[src/rtl/dcbp_pkg.sv]
`default_nettype none

package dcbp_pkg;

    localparam int PATTERN_BYTES = 8;
    localparam int STORE_DEPTH   = 8;
    localparam int STORE_IDX_W   = 3;
    localparam int COUNT_W       = 4;
    localparam int PATTERN_W     = 8 * STORE_DEPTH;
    localparam int QUEUE_DEPTH   = 2;
    localparam int QUEUE_PTR_W   = 1;
    localparam int QUEUE_CNT_W   = 2;

    localparam logic [1:0] ACT_CLEAR = 2'd0;
    localparam logic [1:0] ACT_LED   = 2'd1;
    localparam logic [1:0] ACT_DRAW  = 2'd2;

    localparam logic [7:0] CMD_CLEAR = 8'h01;
    localparam logic [7:0] CMD_LED   = 8'h02;
    localparam int         DRAW_FLAG_BIT = 7;

    typedef logic [1:0] action_t;

    typedef struct packed {
        action_t              action;
        logic [7:0]           data;
        logic [3:0]           column;
        logic [2:0]           row;
        logic [PATTERN_W-1:0] pattern;
    } op_t;

endpackage

`default_nettype wire

[src/rtl/dcbp_if.sv]
`default_nettype none

interface dcbp_in_if;
    logic       valid;
    logic       ready;
    logic [7:0] rx_byte;

    modport source (output valid, output rx_byte, input ready);
    modport sink   (input valid, input rx_byte, output ready);
endinterface

interface dcbp_out_if;
    logic        valid;
    logic        ready;
    logic [1:0]  action;
    logic [7:0]  led_level;
    logic [3:0]  draw_column;
    logic [2:0]  draw_row;
    logic [63:0] draw_pattern;

    modport source (output valid, output action, output led_level, output draw_column,
                    output draw_row, output draw_pattern, input ready);
    modport sink   (input valid, input action, input led_level, input draw_column,
                    input draw_row, input draw_pattern, output ready);
endinterface

`default_nettype wire

[src/rtl/display_command_byte_parser.sv]
// channel | dir | payload                                                  | handshake
// rx      | in  | rx_byte                                                  | valid/ready
// act     | out | action, led_level, draw_column, draw_row, draw_pattern   | valid/ready
//
// one byte per cycle is taken while the two-entry request queue has room
// act.valid rises when the op queued on the completing byte is loaded from the queue into the output register
// rx and act stall independently; the queue plus output register absorb act stalls
// rst_n clears mode, position, byte count, queue and output valid; pattern bytes are not reset
`default_nettype none

module display_command_byte_parser
    import dcbp_pkg::*;
(
    input  wire logic  clk,
    input  wire logic  rst_n,
    dcbp_in_if.sink    rx,
    dcbp_out_if.source act
);

    logic op_valid;
    op_t  op;
    logic q_not_full;
    logic q_valid;
    op_t  q_op;
    logic q_pop;

    dcbp_front u_front (
        .clk      (clk),
        .rst_n    (rst_n),
        .rx       (rx),
        .q_ready  (q_not_full),
        .op_valid (op_valid),
        .op       (op)
    );

    dcbp_queue u_queue (
        .clk        (clk),
        .rst_n      (rst_n),
        .push       (op_valid),
        .push_op    (op),
        .not_full   (q_not_full),
        .head_valid (q_valid),
        .head_op    (q_op),
        .pop        (q_pop)
    );

    dcbp_back u_back (
        .clk     (clk),
        .rst_n   (rst_n),
        .q_valid (q_valid),
        .q_op    (q_op),
        .q_pop   (q_pop),
        .tx      (act)
    );

endmodule

`default_nettype wire

[src/rtl/dcbp_front.sv]
`default_nettype none

module dcbp_front
    import dcbp_pkg::*;
(
    input  wire logic  clk,
    input  wire logic  rst_n,
    dcbp_in_if.sink    rx,
    input  wire logic  q_ready,
    output logic       op_valid,
    output op_t        op
);

    localparam logic [1:0] MODE_IDLE = 2'd0;
    localparam logic [1:0] MODE_LED  = 2'd1;
    localparam logic [1:0] MODE_DRAW = 2'd2;

    logic [1:0]         mode_reg, mode_next;
    logic [3:0]         column_reg, column_next;
    logic [2:0]         row_reg, row_next;
    logic [COUNT_W-1:0] count_reg, count_next;
    logic [COUNT_W-1:0] count_inc;
    logic [7:0]         store_reg [STORE_DEPTH];
    logic [STORE_IDX_W-1:0] idx;
    logic [PATTERN_W-1:0]   pattern;
    logic               fire;

    assign rx.ready  = q_ready;
    assign fire      = rx.valid && q_ready;
    assign idx       = count_reg[STORE_IDX_W-1:0];
    assign count_inc = count_reg + COUNT_W'(1);

    // current byte completes the pattern in the same cycle
    always_comb
    begin
        for (int i = 0; i < STORE_DEPTH; i++)
        begin
            if (i < PATTERN_BYTES)
            begin
                pattern[8*i +: 8] = (idx == STORE_IDX_W'(i)) ? rx.rx_byte : store_reg[i];
            end
            else
            begin
                pattern[8*i +: 8] = 8'h00;
            end
        end
    end

    always_comb
    begin
        mode_next   = mode_reg;
        column_next = column_reg;
        row_next    = row_reg;
        count_next  = count_reg;
        op_valid    = 1'b0;
        op          = '0;
        op.data     = rx.rx_byte;
        op.column   = column_reg;
        op.row      = row_reg;
        if (fire)
        begin
            unique case (mode_reg)
                MODE_LED:
                begin
                    mode_next = MODE_IDLE;
                    op_valid  = 1'b1;
                    op.action = ACT_LED;
                end
                MODE_DRAW:
                begin
                    count_next = count_inc;
                    if (count_inc == COUNT_W'(PATTERN_BYTES))
                    begin
                        mode_next  = MODE_IDLE;
                        op_valid   = 1'b1;
                        op.action  = ACT_DRAW;
                        op.pattern = pattern;
                    end
                end
                default:
                begin
                    priority if (rx.rx_byte == CMD_CLEAR)
                    begin
                        mode_next = MODE_IDLE;
                        op_valid  = 1'b1;
                        op.action = ACT_CLEAR;
                    end
                    else if (rx.rx_byte == CMD_LED)
                    begin
                        mode_next = MODE_LED;
                    end
                    else if (rx.rx_byte[DRAW_FLAG_BIT])
                    begin
                        mode_next   = MODE_DRAW;
                        column_next = rx.rx_byte[3:0];
                        row_next    = rx.rx_byte[6:4];
                        count_next  = '0;
                    end
                    else
                    begin
                        mode_next   = MODE_IDLE;
                        column_next = '0;
                        row_next    = '0;
                        count_next  = '0;
                    end
                end
            endcase
        end
    end

    always_ff @(posedge clk or negedge rst_n)
    begin
        if (!rst_n)
        begin
            mode_reg   <= MODE_IDLE;
            column_reg <= '0;
            row_reg    <= '0;
            count_reg  <= '0;
        end
        else
        begin
            mode_reg   <= mode_next;
            column_reg <= column_next;
            row_reg    <= row_next;
            count_reg  <= count_next;
        end
    end

    always_ff @(posedge clk)
    begin
        if (fire && mode_reg == MODE_DRAW)
        begin
            store_reg[idx] <= rx.rx_byte;
        end
    end

endmodule

`default_nettype wire

[src/rtl/dcbp_queue.sv]
`default_nettype none

module dcbp_queue
    import dcbp_pkg::*;
(
    input  wire logic clk,
    input  wire logic rst_n,
    input  wire logic push,
    input  op_t       push_op,
    output logic      not_full,
    output logic      head_valid,
    output op_t       head_op,
    input  wire logic pop
);

    op_t                    entry_reg [QUEUE_DEPTH];
    logic [QUEUE_PTR_W-1:0] wr_ptr_reg, wr_ptr_next;
    logic [QUEUE_PTR_W-1:0] rd_ptr_reg, rd_ptr_next;
    logic [QUEUE_CNT_W-1:0] count_reg, count_next;
    logic                   do_push, do_pop;

    assign not_full   = (count_reg != QUEUE_CNT_W'(QUEUE_DEPTH));
    assign head_valid = (count_reg != '0);
    assign head_op    = entry_reg[rd_ptr_reg];
    assign do_push    = push && not_full;
    assign do_pop     = pop && head_valid;

    always_comb
    begin
        wr_ptr_next = do_push ? wr_ptr_reg + QUEUE_PTR_W'(1) : wr_ptr_reg;
        rd_ptr_next = do_pop  ? rd_ptr_reg + QUEUE_PTR_W'(1) : rd_ptr_reg;
        unique case ({do_push, do_pop})
            2'b10:   count_next = count_reg + QUEUE_CNT_W'(1);
            2'b01:   count_next = count_reg - QUEUE_CNT_W'(1);
            default: count_next = count_reg;
        endcase
    end

    always_ff @(posedge clk or negedge rst_n)
    begin
        if (!rst_n)
        begin
            wr_ptr_reg <= '0;
            rd_ptr_reg <= '0;
            count_reg  <= '0;
        end
        else
        begin
            wr_ptr_reg <= wr_ptr_next;
            rd_ptr_reg <= rd_ptr_next;
            count_reg  <= count_next;
        end
    end

    always_ff @(posedge clk)
    begin
        if (do_push)
        begin
            entry_reg[wr_ptr_reg] <= push_op;
        end
    end

endmodule

`default_nettype wire

[src/rtl/dcbp_back.sv]
`default_nettype none

module dcbp_back
    import dcbp_pkg::*;
(
    input  wire logic  clk,
    input  wire logic  rst_n,
    input  wire logic  q_valid,
    input  op_t        q_op,
    output logic       q_pop,
    dcbp_out_if.source tx
);

    logic                 valid_reg;
    action_t              action_reg;
    logic [7:0]           led_reg;
    logic [3:0]           column_reg;
    logic [2:0]           row_reg;
    logic [PATTERN_W-1:0] pattern_reg;
    logic                 load;
    logic                 is_led, is_draw;

    assign load    = !valid_reg || tx.ready;
    assign q_pop   = q_valid && load;
    assign is_led  = (q_op.action == ACT_LED);
    assign is_draw = (q_op.action == ACT_DRAW);

    always_ff @(posedge clk or negedge rst_n)
    begin
        if (!rst_n)
        begin
            valid_reg <= 1'b0;
        end
        else if (load)
        begin
            valid_reg <= q_valid;
        end
    end

    // unused fields of each action go out as zero
    always_ff @(posedge clk)
    begin
        if (q_pop)
        begin
            action_reg  <= q_op.action;
            led_reg     <= is_led  ? ~q_op.data   : 8'h00;
            column_reg  <= is_draw ? q_op.column  : 4'h0;
            row_reg     <= is_draw ? q_op.row     : 3'h0;
            pattern_reg <= is_draw ? q_op.pattern : '0;
        end
    end

    assign tx.valid        = valid_reg;
    assign tx.action       = action_reg;
    assign tx.led_level    = led_reg;
    assign tx.draw_column  = column_reg;
    assign tx.draw_row     = row_reg;
    assign tx.draw_pattern = pattern_reg;

endmodule

`default_nettype wire

[src/flat_wrapper.sv]
// flat-port wrapper written by rule: the top's interface ports become plain ports
module display_command_byte_parser_flat import dcbp_pkg::*;
  (clk, rst_n, rx_valid, rx_rx_byte, rx_ready, act_valid, act_action, act_led_level, act_draw_column, act_draw_row, act_draw_pattern, act_ready);
  dcbp_in_if rx_i ();
  dcbp_out_if act_i ();
  input  wire logic clk;
  input  wire logic rst_n;
  input wire logic [$bits(rx_i.valid)-1:0] rx_valid;
  input wire logic [$bits(rx_i.rx_byte)-1:0] rx_rx_byte;
  output wire logic [$bits(rx_i.ready)-1:0] rx_ready;
  output wire logic [$bits(act_i.valid)-1:0] act_valid;
  output wire logic [$bits(act_i.action)-1:0] act_action;
  output wire logic [$bits(act_i.led_level)-1:0] act_led_level;
  output wire logic [$bits(act_i.draw_column)-1:0] act_draw_column;
  output wire logic [$bits(act_i.draw_row)-1:0] act_draw_row;
  output wire logic [$bits(act_i.draw_pattern)-1:0] act_draw_pattern;
  input wire logic [$bits(act_i.ready)-1:0] act_ready;
  assign rx_i.valid = rx_valid;
  assign rx_i.rx_byte = rx_rx_byte;
  assign rx_ready = rx_i.ready;
  assign act_valid = act_i.valid;
  assign act_action = act_i.action;
  assign act_led_level = act_i.led_level;
  assign act_draw_column = act_i.draw_column;
  assign act_draw_row = act_i.draw_row;
  assign act_draw_pattern = act_i.draw_pattern;
  assign act_i.ready = act_ready;
  display_command_byte_parser u_core (.clk(clk), .rst_n(rst_n), .rx(rx_i), .act(act_i));
endmodule
[config.mk]
export PLATFORM = sky130hd
export DESIGN_NAME = display_command_byte_parser_flat
export DESIGN_NICKNAME = d
export VERILOG_FILES = /design/src/rtl/dcbp_pkg.sv /design/src/rtl/dcbp_if.sv /design/src/rtl/display_command_byte_parser.sv /design/src/rtl/dcbp_front.sv /design/src/rtl/dcbp_queue.sv /design/src/rtl/dcbp_back.sv /design/src/flat_wrapper.sv
export SDC_FILE = /design/constraint.sdc
export NUM_CORES = 1
export LEC_CHECK = 0
export ABC_AREA = 0
export BUFFER_PORTS_ARGS = -buffer_cell sky130_fd_sc_hd__buf_2
export CAP_MARGIN = 25
export CORE_MARGIN = 2
export CORE_UTILIZATION = 45
export DETAILED_ROUTE_END_ITERATION = 7
export GPL_TIMING_DRIVEN = 1
export PLACE_DENSITY = 0.75
export SYNTH_ARGS = -nofsm -noshare
export SYNTH_HDL_FRONTEND = slang
export SYNTH_SLANG_ARGS = --single-unit
[constraint.sdc]
create_clock -name clk -period 5.34 [get_ports clk]
set_input_delay 0.801 -clock clk [delete_from_list [all_inputs] [get_ports clk]]
set_output_delay 0.801 -clock clk [all_outputs]
set_load 0.05 [all_outputs]
==> impl_summary.md <==
Floorplan
The die outline height is 172.0 µm. 95 I/O pins were placed. The horizontal die dimension is 172.0 µm.

The area of the core is 27780 µm². The floorplan step defined a die boundary enclosing 29590 µm². The floorplan has 61 rows. The starting density of the core is 45.72%.

STA
The highest clock frequency the design can meet is 0.3192 GHz. Setup total negative slack on the finished layout was measured at 0 ns. The final worst-path cycle share is 58.67%. The tightest hold path in the finished design has a slack of 0.1694 ns.

The max-slew violation total from the final report is 0. The minimum clock period after layout is 3.133 ns. Setup violations remaining at the end of the flow were counted as 0.

Setup repair after global routing left no endpoint under its margin. For the final database, setup skew stands at 0.02522 ns. For the pin with the worst max-slew slack, the measured transition is 1.003 ns. Headroom to the max-slew limit came out at 32.62%.

The final hold violation count came to 0.

Route
The DRC marker count from the first detailed-route iteration is 513. Dividing the detail-routed via count by the number of cells gives 5.047. The number of iterations in the first detailed-routing pass is 5. The final antenna-violating net count is 0. The average wire per cell in the routed design is 17.51 µm. The number of DRC violations after detailed routing is 0. The detailed router placed 6501 vias in this run. The overall routed net length is 22550 µm.

Place
The number of placed instances, taps included, is 1231. After legalization and detailed placement, the total HPWL measured 13380 µm. The congestion estimate from routability-driven global placement came to 0.7602. During placement, the flow inserted port buffers numbering 94.

Global routing
The aggregate global-route resource usage is 15.50%. The global-route wire length before repair is 35090 µm. The total grt overflow is 0. The via count of the first global-routing pass is 6422. The number of antenna violations at the first check in global routing came to 0. Entering global routing, the biggest net connects 84 pins.

Outcome
The flow ran to the end, and the final reports show no timing, DRC or antenna violations.

Yosys
The unique cell type count in the Yosys netlist is 40. Of the post-synthesis cell area, the dominant cell type holds 72.58%. During synthesis, Yosys emitted a total of 0 warnings. The number of flops mapped to enable cells by yosys is 307. The post-synthesis register bit count is 325. Yosys attributes the largest share of cell area to sky130_fd_sc_hd__edfxtp_1, sky130_fd_sc_hd__mux2i_1, sky130_fd_sc_hd__dfrtp_1. The top flip-flop cell by instance count after synthesis is sky130_fd_sc_hd__edfxtp_1. The share of flip-flops with an asynchronous set or reset is 5.538%. The cell type with the highest aggregate area in the netlist is sky130_fd_sc_hd__edfxtp_1. The fraction of the yosys area taken by sequential cells is 76.12%. The synthesized net count is 817.

Synthesis produced 794 cells. A synthesized cell averages 16.00 µm². In this run the cell area of the synthesized design comes to 12700 µm².

Critical path
Counting cells, the worst reg-to-reg path comes to 7. The terminus of the critical flop-to-flop path is u_core.u_queue.entry_reg[1][11]$_DFFE_PP_. Counting stages on the worst path, the most repeated cell is sky130_fd_sc_hd__ha_1. The worst stage delay on the critical path is 0.70 ns. At the worst endpoint, the arrival time is 3.34 ns. The largest fanout on the critical path is 55.

The kind of capture point of the worst setup path is a register. The critical path startpoint category is a register. The critical path is of the reg -> reg type. The launch instance of the worst register-to-register path is u_core.u_front.count_reg[0]$_DFFE_PN0P_.

The signal on the critical path passes through ha_1 > ha_1 > nand4b_1 > mux2i_1 > o311ai_2 > nor2_4 > buf_12. The cell type of the slowest stage on the worst timing path is sky130_fd_sc_hd__nor2_4. Across all register-to-register paths, the minimum setup slack is 2.21 ns. Data on the critical path is required at its endpoint by 5.55 ns.

Job
The max capacitance violation total is 0.

CTS
The number of gates given a new drive strength after cts is 0. The H-tree depth is 1. The clock-pin slew reported for the worst setup and hold paths after clock tree synthesis is 0.06 ns. At the later pin of the worst-skew pair, clock insertion delay measures 0.56 ns. The number of hold buffers added after cts is 0.

The CTS root buffer is sky130_fd_sc_hd__clkbuf_16. The CTS tree is yes. Clock tree synthesis inserted a total of 31 buffers.

The setup fix buffers added after clock tree synthesis is 0. No sink is reached through more buffers than the 3 on the longest clock path. The clock net in this run drives a total of 325 sinks.

Pwr
In this run the power density over the cells is 546.5 nW/µm². Summing internal, switching and leakage power gives 7.882 mW. The static power due to leakage is 5.384 nW. Across the VDD grid, the largest voltage drop is 0.0002503 V.

Layout
In the final layout, flip-flops and latches occupy 9673 µm². The area overhead of the layout relative to synthesis is 13.55%. In the final design database the tool counted 911 nets. Leaving out filler cells and counting taps, the final layout contains 1288. Cells with a size suffix above 1 make up 17.58% of the layout.

The footprint of the multi-input gates is 2693 µm². The repair_antennas step left the layout with diodes totalling 0. The number of flip-flops under the largest register name is 162.

Once layout is complete, the utilization of the core stands at 51.92%. The library cell used most frequently in the layout, excluding fill and tap cells, is sky130_fd_sc_hd__edfxtp_1. The number of fillers in the final layout is 2276. Leaving out fill and tap cells, the most frequent cells in the layout are sky130_fd_sc_hd__edfxtp_1, sky130_fd_sc_hd__mux2i_1, sky130_fd_sc_hd__nor2_1, sky130_fd_sc_hd__buf_2, sky130_fd_sc_hd__nand2_1.

Worst hold path
The kind of path behind the tightest hold check is in -> async.
kinds of logic after synthesis:
| logic type | Yosys count | share of synthesized area (%) |
|---|---|---|
| flops | 325 | 76.12 |
| simple gates | 217 | 7.368 |
| mux | 124 | 9.801 |
| buf+inv | 67 | 2.994 |
| compound gates | 44 | 2.216 |
| fa+ha+maj | 11 | 1.084 |
| xor+xnor | 6 | 0.4138 |
power breakdown:
part           switching (mW)  total (mW)  internal, mW
Clock                   0.867        1.92          1.06
Sequential              0.237        3.63          3.40
Combinational            1.72        2.32         0.605
cells in the mapped netlist, types with 3 or more instances:
master	count
sky130_fd_sc_hd__buf_1	4
sky130_fd_sc_hd__dfrtp_1	18
sky130_fd_sc_hd__buf_2	10
sky130_fd_sc_hd__xnor2_1	3
sky130_fd_sc_hd__buf_4	3
sky130_fd_sc_hd__a21oi_1	26
sky130_fd_sc_hd__xor2_1	3
sky130_fd_sc_hd__nor2b_1	9
sky130_fd_sc_hd__a211oi_1	8
sky130_fd_sc_hd__clkbuf_1	14
sky130_fd_sc_hd__nand2_1	43
sky130_fd_sc_hd__ha_1	11
sky130_fd_sc_hd__nand3_1	26
sky130_fd_sc_hd__mux2i_1	121
sky130_fd_sc_hd__mux2_2	3
sky130_fd_sc_hd__buf_6	14
sky130_fd_sc_hd__nor3_1	5
sky130_fd_sc_hd__nor2_1	120
sky130_fd_sc_hd__edfxtp_1	307
sky130_fd_sc_hd__inv_1	21
worst max-delay path, delay by kind of cell, from the launching register on:
family | cells | cell delay [ns]
AO/OA/AOI/OAI | 1 | 0.21
adder cells (fa/ha/maj) | 2 | 0.61
buffers and inverters | 1 | 0.39
flip-flops | 1 | 0.51
multiplexers | 1 | 0.21
AND/OR/NAND/NOR | 2 | 0.80
worst max-delay path by stage:
stage,from,end,slack (ns),cells after the start
detailed placement,u_core.u_front.count_reg[2]$_DFFE_PN0P_,u_core.u_queue.entry_reg[1][11]$_DFFE_PP_,1.45,7
CTS,u_core.u_front.count_reg[2]$_DFFE_PN0P_,u_core.u_queue.entry_reg[1][11]$_DFFE_PP_,1.42,7
finish,u_core.u_front.count_reg[0]$_DFFE_PN0P_,u_core.u_queue.entry_reg[1][11]$_DFFE_PP_,2.21,7
global placement,u_core.u_front.count_reg[2]$_DFFE_PN0P_,u_core.u_queue.entry_reg[1][27]$_DFFE_PP_,1.65,7
global route,u_core.u_front.count_reg[0]$_DFFE_PN0P_,u_core.u_queue.entry_reg[1][11]$_DFFE_PP_,1.97,7
floorplan,rx_rx_byte[5],u_core.u_queue.entry_reg[0][0]$_DFFE_PP_,-0.18,5
per-stage QoR:
| step | cell area [µm²] | worst slack [ns] |
|---|---|---|
| 3_3_place_gp | 13470 | 1.655 |
| 4_1_cts | 14370 | 1.418 |
| 5_1_grt | 14420 | 1.966 |
| 3_5_place_dp | 13480 | 1.449 |
| 2_1_floorplan | 12710 | -0.1838 |
| 6_report | 14420 | 2.207 |
cell type report:
type | count | share of cell area, %
clock buffer | 37 | 5.534
clock inverter | 18 | 0.5985
timing repair buffer | 106 | 4.285
inverter | 22 | 0.5725
sequential | 325 | 67.06
multi-input combinational | 402 | 18.67
tap | 378 | 3.279
layer usage:
layer / vias to the layer above / track usage, % / share of wire [%]
met5: - / 0 / 0
met4: 0 / 5.042 / 2.2
met3: 32 / 2.678 / 5.7
met2: 192 / 25.79 / 49
met1: 3180 / 20.90 / 43
li1: 3097 / - / -
Power figures use the tool's default switching activity.
